$ cat src/rtl/core/qpe_pkg.sv
// Package: shared types, constants and helpers for the quoted-printable encoder.
`timescale 1ns / 1ps
`default_nettype none

package qpe_pkg;

    typedef logic [7:0] byte_t;

    localparam int RUN_MAX = 5;
    localparam int CNT_W   = $clog2(RUN_MAX + 1);

    typedef logic [CNT_W-1:0] cnt_t;

    localparam byte_t CHAR_EQ          = 8'h3D;
    localparam byte_t CHAR_LF          = 8'h0A;
    localparam byte_t PRINT_LO         = 8'd32;
    localparam byte_t PRINT_HI         = 8'd128;
    localparam byte_t LINE_LIMIT_RESET = 8'd75;

    // Uppercase hex digit for one nibble.
    function automatic byte_t hex_char(input logic [3:0] nib);
        byte_t c;
        if (nib < 4'd10)
        begin
            c = 8'h30 + {4'h0, nib};
        end
        else
        begin
            c = 8'h37 + {4'h0, nib};
        end
        return c;
    endfunction

endpackage

`default_nettype wire

$ cat src/rtl/core/qpe_if.sv
// Interfaces: raw byte input, encoded character output and line limit write channel.
`timescale 1ns / 1ps
`default_nettype none

interface qpe_in_if;
    logic                valid;
    logic                ready;
    qpe_pkg::byte_t      in_byte;
    modport source (output valid, output in_byte, input ready);
    modport sink   (input valid, input in_byte, output ready);
endinterface

interface qpe_out_if;
    logic                valid;
    logic                ready;
    qpe_pkg::byte_t      out_byte;
    logic                last_of_run;
    modport source (output valid, output out_byte, output last_of_run, input ready);
    modport sink   (input valid, input out_byte, input last_of_run, output ready);
endinterface

interface qpe_cfg_if;
    logic                valid;
    logic                ready;
    qpe_pkg::byte_t      line_limit;
    modport source (output valid, output line_limit, input ready);
    modport sink   (input valid, input line_limit, output ready);
endinterface

`default_nettype wire

$ cat src/rtl/core/quoted_printable_encoder_top.sv
// Top level: quoted-printable encoder with column tracking and soft line breaks.
//
//  channel | dir | payload                  | word
//  --------+-----+--------------------------+-------------------------------
//  raw     | in  | in_byte                  | one raw byte
//  enc     | out | out_byte, last_of_run    | one encoded character
//  cfg     | in  | line_limit               | line limit write, always ready
//
//  A byte yields 1 to 5 characters, one per cycle on enc while enc is ready;
//  the output port's one character per cycle sets the rate.
//  A byte is held in an input register, then encoded in one step into a run
//  buffer; the next byte is taken while the run drains.
//  Reset clears the column and all valid state and sets the line limit to 75.
//  Stalls on enc hold the run; raw backs up while the input register is full and cannot load.
`timescale 1ns / 1ps
`default_nettype none

module quoted_printable_encoder_top
(
    input  wire logic clk,
    input  wire logic rst_n,
    qpe_in_if.sink    raw,
    qpe_out_if.source enc,
    qpe_cfg_if.sink   cfg
);
    import qpe_pkg::*;

    logic   hold_valid_reg;
    byte_t  hold_byte_reg;
    byte_t  line_limit_reg;
    byte_t  column_reg;
    byte_t  column_next;
    byte_t  run_chars_reg [RUN_MAX];
    byte_t  run_chars_next [RUN_MAX];
    cnt_t   run_cnt_reg;
    cnt_t   run_cnt_next;
    logic   out_fire;
    logic   raw_fire;
    logic   load;
    logic   printable;
    logic   brk;
    logic [8:0] col_ext;
    logic [8:0] col_inc;
    logic [8:0] col_add3;
    logic [8:0] lim_ext;

    assign out_fire = enc.valid && enc.ready;
    assign load     = hold_valid_reg &&
                      ((run_cnt_reg == '0) || (run_cnt_reg == cnt_t'(1) && enc.ready));
    assign raw.ready = !hold_valid_reg || load;
    assign raw_fire  = raw.valid && raw.ready;
    assign cfg.ready = 1'b1;

    assign enc.valid       = (run_cnt_reg != '0);
    assign enc.out_byte    = run_chars_reg[0];
    assign enc.last_of_run = (run_cnt_reg == cnt_t'(1));

    // Encode step
    assign col_ext  = {1'b0, column_reg};
    assign lim_ext  = {1'b0, line_limit_reg};
    assign col_inc  = col_ext + 9'd1;
    assign col_add3 = col_ext + 9'd3;
    assign printable = (hold_byte_reg >= PRINT_LO) && (hold_byte_reg < PRINT_HI) &&
                       (hold_byte_reg != CHAR_EQ);

    always_comb
    begin
        for (int i = 0; i < RUN_MAX; i++)
        begin
            run_chars_next[i] = CHAR_EQ;
        end
        run_cnt_next = '0;
        column_next  = column_reg;
        brk          = 1'b0;
        if (printable)
        begin
            brk = (col_inc > lim_ext);
            if (brk)
            begin
                column_next       = '0;
                run_chars_next[0] = CHAR_EQ;
                run_chars_next[1] = CHAR_LF;
                run_chars_next[2] = hold_byte_reg;
                run_cnt_next      = cnt_t'(3);
            end
            else
            begin
                column_next       = col_inc[8] ? 8'hFF : col_inc[7:0];
                run_chars_next[0] = hold_byte_reg;
                run_cnt_next      = cnt_t'(1);
            end
        end
        else if (hold_byte_reg == CHAR_LF)
        begin
            column_next       = '0;
            run_chars_next[0] = CHAR_LF;
            run_cnt_next      = cnt_t'(1);
        end
        else
        begin
            brk = ((col_ext + 9'd2) > lim_ext);
            if (brk)
            begin
                column_next       = 8'd3;
                run_chars_next[0] = CHAR_EQ;
                run_chars_next[1] = CHAR_LF;
                run_chars_next[2] = CHAR_EQ;
                run_chars_next[3] = hex_char(hold_byte_reg[7:4]);
                run_chars_next[4] = hex_char(hold_byte_reg[3:0]);
                run_cnt_next      = cnt_t'(5);
            end
            else
            begin
                column_next       = col_add3[8] ? 8'hFF : col_add3[7:0];
                run_chars_next[0] = CHAR_EQ;
                run_chars_next[1] = hex_char(hold_byte_reg[7:4]);
                run_chars_next[2] = hex_char(hold_byte_reg[3:0]);
                run_cnt_next      = cnt_t'(3);
            end
        end
    end

    // Control state
    always_ff @(posedge clk or negedge rst_n)
    begin
        if (!rst_n)
        begin
            hold_valid_reg <= 1'b0;
            run_cnt_reg    <= '0;
            column_reg     <= '0;
            line_limit_reg <= LINE_LIMIT_RESET;
        end
        else
        begin
            if (cfg.valid)
            begin
                line_limit_reg <= cfg.line_limit;
            end
            if (raw_fire)
            begin
                hold_valid_reg <= 1'b1;
            end
            else if (load)
            begin
                hold_valid_reg <= 1'b0;
            end
            if (load)
            begin
                run_cnt_reg <= run_cnt_next;
                column_reg  <= column_next;
            end
            else if (out_fire)
            begin
                run_cnt_reg <= run_cnt_reg - cnt_t'(1);
            end
        end
    end

    // Payload
    always_ff @(posedge clk)
    begin
        if (raw_fire)
        begin
            hold_byte_reg <= raw.in_byte;
        end
        if (load)
        begin
            for (int i = 0; i < RUN_MAX; i++)
            begin
                run_chars_reg[i] <= run_chars_next[i];
            end
        end
        else if (out_fire)
        begin
            for (int i = 0; i < RUN_MAX - 1; i++)
            begin
                run_chars_reg[i] <= run_chars_reg[i + 1];
            end
        end
    end

    a_run_cnt_max: assert property (@(posedge clk) disable iff (!rst_n)
        run_cnt_reg <= cnt_t'(RUN_MAX))
        else $error("run count above maximum");

    a_load_when_free: assert property (@(posedge clk) disable iff (!rst_n)
        load |-> (run_cnt_reg == '0) || (run_cnt_reg == cnt_t'(1) && out_fire))
        else $error("run reloaded while characters remain");

    a_load_fills: assert property (@(posedge clk) disable iff (!rst_n)
        load |=> run_cnt_reg != '0)
        else $error("load produced an empty run");

    a_hold_kept: assert property (@(posedge clk) disable iff (!rst_n)
        hold_valid_reg && !load |=> hold_valid_reg && $stable(hold_byte_reg))
        else $error("held byte lost before encoding");

endmodule

`default_nettype wire
$ cat src/flat_wrapper.sv
// flat-port wrapper written by rule: the top's interface ports become plain ports
module quoted_printable_encoder_top_flat import qpe_pkg::*;
  (clk, rst_n, raw_valid, raw_in_byte, raw_ready, enc_valid, enc_out_byte, enc_last_of_run, enc_ready, cfg_valid, cfg_line_limit, cfg_ready);
  qpe_in_if raw_i ();
  qpe_out_if enc_i ();
  qpe_cfg_if cfg_i ();
  input  wire logic clk;
  input  wire logic rst_n;
  input wire logic [$bits(raw_i.valid)-1:0] raw_valid;
  input wire logic [$bits(raw_i.in_byte)-1:0] raw_in_byte;
  output wire logic [$bits(raw_i.ready)-1:0] raw_ready;
  output wire logic [$bits(enc_i.valid)-1:0] enc_valid;
  output wire logic [$bits(enc_i.out_byte)-1:0] enc_out_byte;
  output wire logic [$bits(enc_i.last_of_run)-1:0] enc_last_of_run;
  input wire logic [$bits(enc_i.ready)-1:0] enc_ready;
  input wire logic [$bits(cfg_i.valid)-1:0] cfg_valid;
  input wire logic [$bits(cfg_i.line_limit)-1:0] cfg_line_limit;
  output wire logic [$bits(cfg_i.ready)-1:0] cfg_ready;
  assign raw_i.valid = raw_valid;
  assign raw_i.in_byte = raw_in_byte;
  assign raw_ready = raw_i.ready;
  assign enc_valid = enc_i.valid;
  assign enc_out_byte = enc_i.out_byte;
  assign enc_last_of_run = enc_i.last_of_run;
  assign enc_i.ready = enc_ready;
  assign cfg_i.valid = cfg_valid;
  assign cfg_i.line_limit = cfg_line_limit;
  assign cfg_ready = cfg_i.ready;
  quoted_printable_encoder_top u_core (.clk(clk), .rst_n(rst_n), .raw(raw_i), .enc(enc_i), .cfg(cfg_i));
endmodule
$ cat config.mk
export PLATFORM = sky130hd
export DESIGN_NAME = quoted_printable_encoder_top_flat
export DESIGN_NICKNAME = d
export VERILOG_FILES = /design/src/rtl/core/qpe_pkg.sv /design/src/rtl/core/qpe_if.sv /design/src/rtl/core/quoted_printable_encoder_top.sv /design/src/flat_wrapper.sv
export SDC_FILE = /design/constraint.sdc
export NUM_CORES = 1
export LEC_CHECK = 0
export BUFFER_PORTS_ARGS = -buffer_cell sky130_fd_sc_hd__buf_2
export CAP_MARGIN = 20
export CORE_MARGIN = 4
export CORE_UTILIZATION = 60
export DETAILED_ROUTE_END_ITERATION = 12
export PLACE_DENSITY = 0.85
export SYNTH_ARGS = -nofsm -noshare
export SYNTH_HDL_FRONTEND = slang
export SYNTH_SLANG_ARGS = --single-unit
$ cat constraint.sdc
create_clock -name clk -period 4.1 [get_ports clk]
set_input_delay 0.82 -clock clk [delete_from_list [all_inputs] [get_ports clk]]
set_output_delay 0.82 -clock clk [all_outputs]
set_load 0.005 [all_outputs]
==> results of run 1 <==
==> critical path: cells and delay by family (launching register included) <==
family,cells,cell delay [ns]
compound gates,4,1.36
simple gates,4,0.89
fa+ha+maj,2,0.58
flops,1,0.47
xor+xnor,1,0.14
==> final cells by class <==
| class | count | area [µm²] | area share [%] |
|---|---|---|---|
| Sequential cell | 66 | 1887 | 44.04 |
| Multi-Input combinational cell | 282 | 1884 | 43.98 |
| Timing Repair Buffer | 32 | 162.7 | 3.797 |
| Clock buffer | 9 | 123.9 | 2.891 |
| Tap cell | 77 | 96.34 | 2.249 |
| Inverter | 19 | 71.32 | 1.665 |
| Clock inverter | 6 | 58.81 | 1.373 |
==> worst paths after layout <==
path                       cells after the start                                    to                              start
max                                           11  u_core.run_chars_reg[0][1]$_DFFE_PP_   u_core.column_reg[0]$_DFFE_PN0P_
min                                            1      u_core.column_reg[2]$_DFFE_PN0P_                              rst_n
max reg2reg                                   11  u_core.run_chars_reg[0][1]$_DFFE_PP_   u_core.column_reg[0]$_DFFE_PN0P_
min reg2reg                                    1     u_core.run_cnt_reg[0]$_DFFE_PN0P_  u_core.run_cnt_reg[0]$_DFFE_PN0P_
max in group asynchronous                      1  u_core.line_limit_reg[6]$_DFFE_PN1P_                              rst_n
min in group clk                               1     u_core.run_cnt_reg[0]$_DFFE_PN0P_  u_core.run_cnt_reg[0]$_DFFE_PN0P_
==> kinds of logic (layout without fill, tap and decap cells) <==
kind of cell	Yosys count	count (layout)
other cells	2	2
fa+ha+maj	29	29
simple gates	131	131
flops	66	66
mux	3	3
compound gates	105	105
buf+inv	50	66
xor+xnor	12	12
==> per-layer routing <==
metal  GRT usage [%]  vias up  share of wire, %
met5               0        -                 0
met4           9.694        0               2.3
met3           4.424       18               7.4
met2           32.73      123                46
met1           29.30     1397                44
li1                -     1452                 -
==> synth_stat cells (3+ instances only) <==
cell,number,area share (%)
buf_2,13,1.6
nand3_1,10,1.2
inv_1,18,1.7
o21a_1,3,0.56
a221oi_1,5,1.1
a21o_1,7,1.3
ha_1,29,9.0
xnor2_1,7,1.5
nand3b_1,4,0.74
clkbuf_1,3,0.28
xor2_1,5,1.1
edfxtp_1,46,34
o31ai_1,3,0.56
a21oi_1,25,3.1
nor2b_1,8,1.2
buf_6,4,1.1
o21ai_1,10,1.2
nor2_1,36,3.3
dfrtp_1,16,9.9
nand2b_1,3,0.46
nand4_1,3,0.46
a22o_1,4,0.87
nor3_1,10,1.2
buf_4,11,2.0
o21ai_0,19,2.4
a31oi_1,7,1.1
and3_1,3,0.46
nor3_4,3,1.2
dfstp_2,4,2.6
nand2_1,36,3.3
mux2_2,3,0.83
==> per-stage QoR <==
step                      utilization [%]  hold slack, ns  instances  instance area [µm²]  setup slack, ns
after floorplan                         -          0.4672        398                 4046            1.130
after global placement              63.50          0.4872        476                 4101           0.6025
after detailed placement            63.50          0.4954        476                 4101           0.4809
after CTS                           66.33          0.4258        491                 4284           0.4545
after global routing                66.33          0.4431        491                 4284           0.1624
final                               66.33          0.4145        491                 4284           0.4011
==> where the power goes <==
group	switching (W)	leakage, nW	internal (W)
Sequential	0.000176	0.664	0.00105
Clock	0.000249	0.0885	0.000273
Combinational	0.000866	0.970	0.000551
==> results.txt, run 1 <==
----------------------------------------------------
[CTS]
  Total of cells resized after clock tree synthesis ... 0
  Number of buffers inserted by hold repair at cts ... 0
  Post-CTS clock slew at the launch and capture registers of the worst setup and hold paths ... 0.07 ns
  Clk sink count ... 66
  Buffer type at the clock tree root ... clkbuf_8
  Level count of the clock H-tree ... 3
  CTS Buf Count ... 9
  TritonCTS clock tree ... yes
  Worst skew pair latency ... 0.35 ns
  Maximum number of buffers from clock root to sink ... 2
  Post-CTS Setup Repair Bufs ... 0

[Die]
  Placeable core region ... 6459 µm²
  Die outline height ... 90.12 µm
  Starting utilization of the core area ... 62.65%
  Boundary pin count ... 33
  Cell Rows ... 29
  Die W ... 90.12 µm
  Die Area ... 8122 µm²

[Global route]
  Maximum number of pins on one net before global-route repair ... 38
  Grt ovf ... 0
  GR Util All Layers ... 21.35%
  Via count of the first global-routing pass ... 2906
  Number of antenna violations at the first check in global routing ... 0
  Wire length of the first global-routing pass ... 13940 µm

[Setup path]
  Worst Path Required ... 4.20 ns
  Critical path startpoint category ... flip-flop
  Category of the worst setup path capture point ... flip-flop
  CP Cell Sequence ... ha_1 > nand3_1 > or2_2 > xnor2_1 > ha_1 > nand4_1 > a21oi_1 > o21ai_1 > a21boi_1 > nor2_1 > a22o_1
  Highest-delay cell along the critical path ... a21boi_1
  CP Max Fanout ... 11
  Start-to-end type of the worst setup path ... reg2reg
  Register-to-register setup slack ... 0.40 ns
  Critical path's largest stage delay ... 0.83 ns
  Most used cell along the critical path ... ha_1
  Crit path arrival time ... 3.80 ns

[Detailed routing]
  Post-detailed-route via-to-cell ratio ... 6.090
  Number of iterations in the first detailed-routing pass ... 5
  Wire length per cell after detailed routing ... 17.01 µm
  Via count ... 2990
  Number of DRC markers after the initial detailed-route iteration ... 288
  Final wirelength ... 8353 µm
  Count of antenna-violating nets left after detailed routing ... 0
  DRC violations left ... 0

[Final layout]
  Ant diodes ... 0
  Layout Nets ... 460
  Most frequent cells in the layout ... edfxtp_1, nand2_1, nor2_1
  Signed area change from the synthesized netlist to the final layout ... 5.875%
  Filler instances ... 504
  Flip-flop count of the largest register after layout ... 38
  Share of layout cells above drive strength 1 ... 16.43%
  Commonest non-fill, non-tap cell in the layout ... edfxtp_1

[Timing]
  Total negative setup slack ... 0 ns
  Final Hold Fails ... 0
  Final Setup Violations ... 0
  Min cycle time layout ... 3.699 ns
  Final Cycle Share ... 90.22%
  Transition at the pin with the smallest max-transition slack ... 1.006 ns
  Setup skew after layout ... 0.008761 ns
  FMAX ... 0.2704 GHz
  RSZ-0062 raised after global routing ... false
  Final number of max-transition violations ... 0
  Tightest slew margin relative to the limit ... 32.80%

[Synthesis]
  Area fraction in and, or, nand and nor cells after synthesis ... 16.54%
  Fraction of synthesis flops using an asynchronous set or reset pin ... 30.30%
  Synth Cell Area ... 4046 µm²
  Dominant synthesized flop cell ... edfxtp_1
  Register bit total from synthesis ... 66
  Multiplexer share of the synthesized area ... 0.8349%
  Main combinational cell family by area after synthesis ... compound AO/OA/AOI/OAI gates
  Adder and majority cell fraction of the synthesized area ... 8.967%
  Synthesized-area fraction occupied by ao, oa, aoi and oai cells ... 17.44%
  Count of cell types in the netlist ... 62
  Number of nets in the synthesized netlist ... 448
  Gate count after technology mapping ... 398
  Post-synth EDFFs ... 46
  XOR/XNOR share of the synthesized area ... 2.597%
  Share of synthesized area occupied by flip-flops and latches ... 46.63%
  Warning count from the yosys run ... 0
  Avg Cell Area, Syn ... 10.17 µm²

[Run]
  Number of violations of the max-capacitance limit ... 0

[Power]
  Power per cell area ... 739.2 nW/µm²
  Worst voltage drop across the vdd grid ... 0.0005139 V
  Total power consumption of the routed design ... 0.003167 W
  Leakage Power ... 1.722 nW

[Run status]
  Run status ... completed

[Placement]
  HPWL after DPL ... 5859 µm
  Weighted congestion reported at the end of routability-driven placement ... 0.8948
  Count of buffers inserted at the top-level ports ... 31

[Min path]
  Type of the most critical hold path ... in2async

----------------------------------------------------
Power figures use the tool's default switching activity.
==> run 2, diff against run 1 <==
Settings changed: CORE_UTILIZATION 60 to 30, PLACE_DENSITY 0.85 to 0.51, REMOVE_ABC_BUFFERS set to 1.
==> run 2 against run 1 <==
Against the previous run: clock skew fell by 0.0039 ns; largest cell class unchanged; maximum frequency shrank 2.6%; die area grew 90%; highest routed layer unchanged; total power up 9.8%; flip-flop and latch count unchanged; global-route usage fell by 8.9 points; critical endpoint unchanged; utilization down 32 points; final cell count is 21% higher.
==> results.txt, run 2 (synthesized netlist as in run 1, its figures left out) <==
----------------------------------------------------
[Run status]
  Run status ... completed

[Die]
  Boundary pin count ... 33
  Cell Rows ... 42
  Placeable core region ... 13240 µm²
  Die outline height ... 124.1 µm
  Starting utilization of the core area ... 30.56%
  Die Area ... 15410 µm²
  Die W ... 124.1 µm

[Global route]
  Via count of the first global-routing pass ... 2828
  Maximum number of pins on one net before global-route repair ... 38
  Number of antenna violations at the first check in global routing ... 0
  GR Util All Layers ... 12.45%
  Layer carrying the most global-route usage ... met2
  Fraction of met3 tracks used by global routing ... 3.134%
  Grt ovf ... 0
  Met2 Track Usage GR ... 18.48%
  Wire length of the first global-routing pass ... 14680 µm
  Met1 track utilization from global routing ... 17.48%

[CTS]
  Number of buffers inserted by hold repair at cts ... 0
  Clk sink count ... 66
  Worst skew pair latency ... 0.34 ns
  CTS Buf Count ... 9
  Post-CTS Setup Repair Bufs ... 0
  Total of cells resized after clock tree synthesis ... 0
  Post-CTS clock slew at the launch and capture registers of the worst setup and hold paths ... 0.06 ns
  Maximum number of buffers from clock root to sink ... 2
  TritonCTS clock tree ... yes
  Level count of the clock H-tree ... 3
  Buffer type at the clock tree root ... clkbuf_16

[Power]
  Worst voltage drop across the vdd grid ... 0.0002984 V
  Power per cell area ... 764.2 nW/µm²
  Leakage Power ... 1.788 nW

[Detailed routing]
  Wire length per cell after detailed routing ... 15.11 µm
  Number of iterations in the first detailed-routing pass ... 5
  Post-detailed-route via-to-cell ratio ... 4.824
  Via count ... 2856
  DRC violations left ... 0
  Final wirelength ... 8947 µm
  Count of antenna-violating nets left after detailed routing ... 0
  Number of DRC markers after the initial detailed-route iteration ... 237

[Timing]
  Transition at the pin with the smallest max-transition slack ... 1.041 ns
  RSZ-0062 raised after global routing ... false
  Setup skew after layout ... 0.004890 ns
  Setup WS post-layout ... 0.3005 ns
  Final Hold Slack ... 0.4549 ns
  Total negative setup slack ... 0 ns
  Final Setup Violations ... 0
  Final Hold Fails ... 0
  FMAX ... 0.2632 GHz
  Min cycle time layout ... 3.799 ns
  Final number of max-transition violations ... 0
  Tightest slew margin relative to the limit ... 30.47%
  Final Cycle Share ... 92.67%

[Setup path]
  Most used cell along the critical path ... ha_1
  Launch instance of the worst register-to-register path ... u_core.column_reg[0]$_DFFE_PN0P_
  Critical path's largest stage delay ... 0.86 ns
  Terminus of the critical flop-to-flop path ... u_core.run_chars_reg[0][1]$_DFFE_PP_
  Critical path depth in cells ... 11
  Register-to-register setup slack ... 0.30 ns
  Critical path startpoint category ... flip-flop
  Cell class contributing the biggest share of worst-path delay ... compound AO/OA/AOI/OAI gates
  Buffer and inverter count on the worst path ... 0
  CP Cell Sequence ... ha_1 > nand3_1 > or2_2 > xnor2_1 > ha_1 > nand4_1 > a21oi_1 > o21ai_1 > a21boi_1 > nor2_1 > a22o_1
  Cells on worst reg2reg path ... 11
  Category of the worst setup path capture point ... flip-flop
  Worst setup path startpoint ... u_core.column_reg[0]$_DFFE_PN0P_
  CP Max Fanout ... 11
  Worst Path Required ... 4.19 ns
  Highest-delay cell along the critical path ... a21boi_1
  Start-to-end type of the worst setup path ... reg2reg
  Crit path arrival time ... 3.89 ns
  Timing endpoint of the critical path ... u_core.run_chars_reg[0][1]$_DFFE_PP_

[Final layout]
  Commonest non-fill, non-tap cell in the layout ... edfxtp_1
  Flip-flop count of the largest register after layout ... 38
  Ant diodes ... 0
  Most frequent cells in the layout ... edfxtp_1, nand2_1, nor2_1
  Share of layout cells above drive strength 1 ... 16.83%
  Final Non-Filler Cells ... 592
  Signed area change from the synthesized netlist to the final layout ... 12.46%
  Post-route core utilization ... 34.36%
  Layout Nets ... 461

[Min path]
  Type of the most critical hold path ... in2async

[Placement]
  Weighted congestion reported at the end of routability-driven placement ... 0.8152
  Count of buffers inserted at the top-level ports ... 31
  Post-placement worst setup slack ... 0.3913 ns
  Cell Count Post-Placement ... 576
  HPWL after DPL ... 6390 µm

[Run]
  Number of violations of the max-capacitance limit ... 0

----------------------------------------------------
-- run 2: power breakdown --
group	switching, W	leakage (nW)	internal, W
Sequential	0.000174	0.664	0.00105
Combinational	0.000867	0.975	0.000556
Clock	0.000295	0.149	0.000531
-- run 2: worst min-delay path by stage --
stage | end | cells past startpoint | slack (ns)
global placement | u_core.run_cnt_reg[0]$_DFFE_PN0P_ | 1 | 0.49
global route | u_core.line_limit_reg[7]$_DFFE_PN0P_ | 1 | 0.49
finish | u_core.line_limit_reg[4]$_DFFE_PN0P_ | 1 | 0.45
floorplan | u_core.run_cnt_reg[0]$_DFFE_PN0P_ | 1 | 0.47
detailed placement | u_core.run_cnt_reg[0]$_DFFE_PN0P_ | 1 | 0.50
CTS | u_core.column_reg[1]$_DFFE_PN0P_ | 1 | 0.47
-- run 2: final cells by class --
cell class,count,area (µm²)
tap,176,220.2
timing repair buffer,33,170.2
multi-input combinational,282,1884
sequential,66,1887
fill,1348,8692
inverter,19,71.32
clock buffer,9,225.2
clock inverter,7,92.59
-- run 2: metal layers --
layer / up-vias / part of all wire (%)
li1: 1457 / -
met1: 1321 / 49
met2: 68 / 44
met3: 10 / 5.0
met4: 0 / 1.7
met5: - / 0
-- run 2: stage by stage --
stage	area (µm²)	total power [W]
after floorplan	3842	0.002216
after global placement	4233	0.002653
after detailed placement	4233	0.002664
after CTS	4551	0.003512
after global routing	4551	0.003752
final	4551	0.003477
-- run 2: worst register-to-register path, delay by kind of cell, from the launching register on --
| kind | cells | cell delay [ns] |
|---|---|---|
| compound gates | 4 | 1.44 |
| xor+xnor | 1 | 0.14 |
| fa+ha+maj | 2 | 0.58 |
| flops | 1 | 0.46 |
| simple gates | 4 | 0.95 |
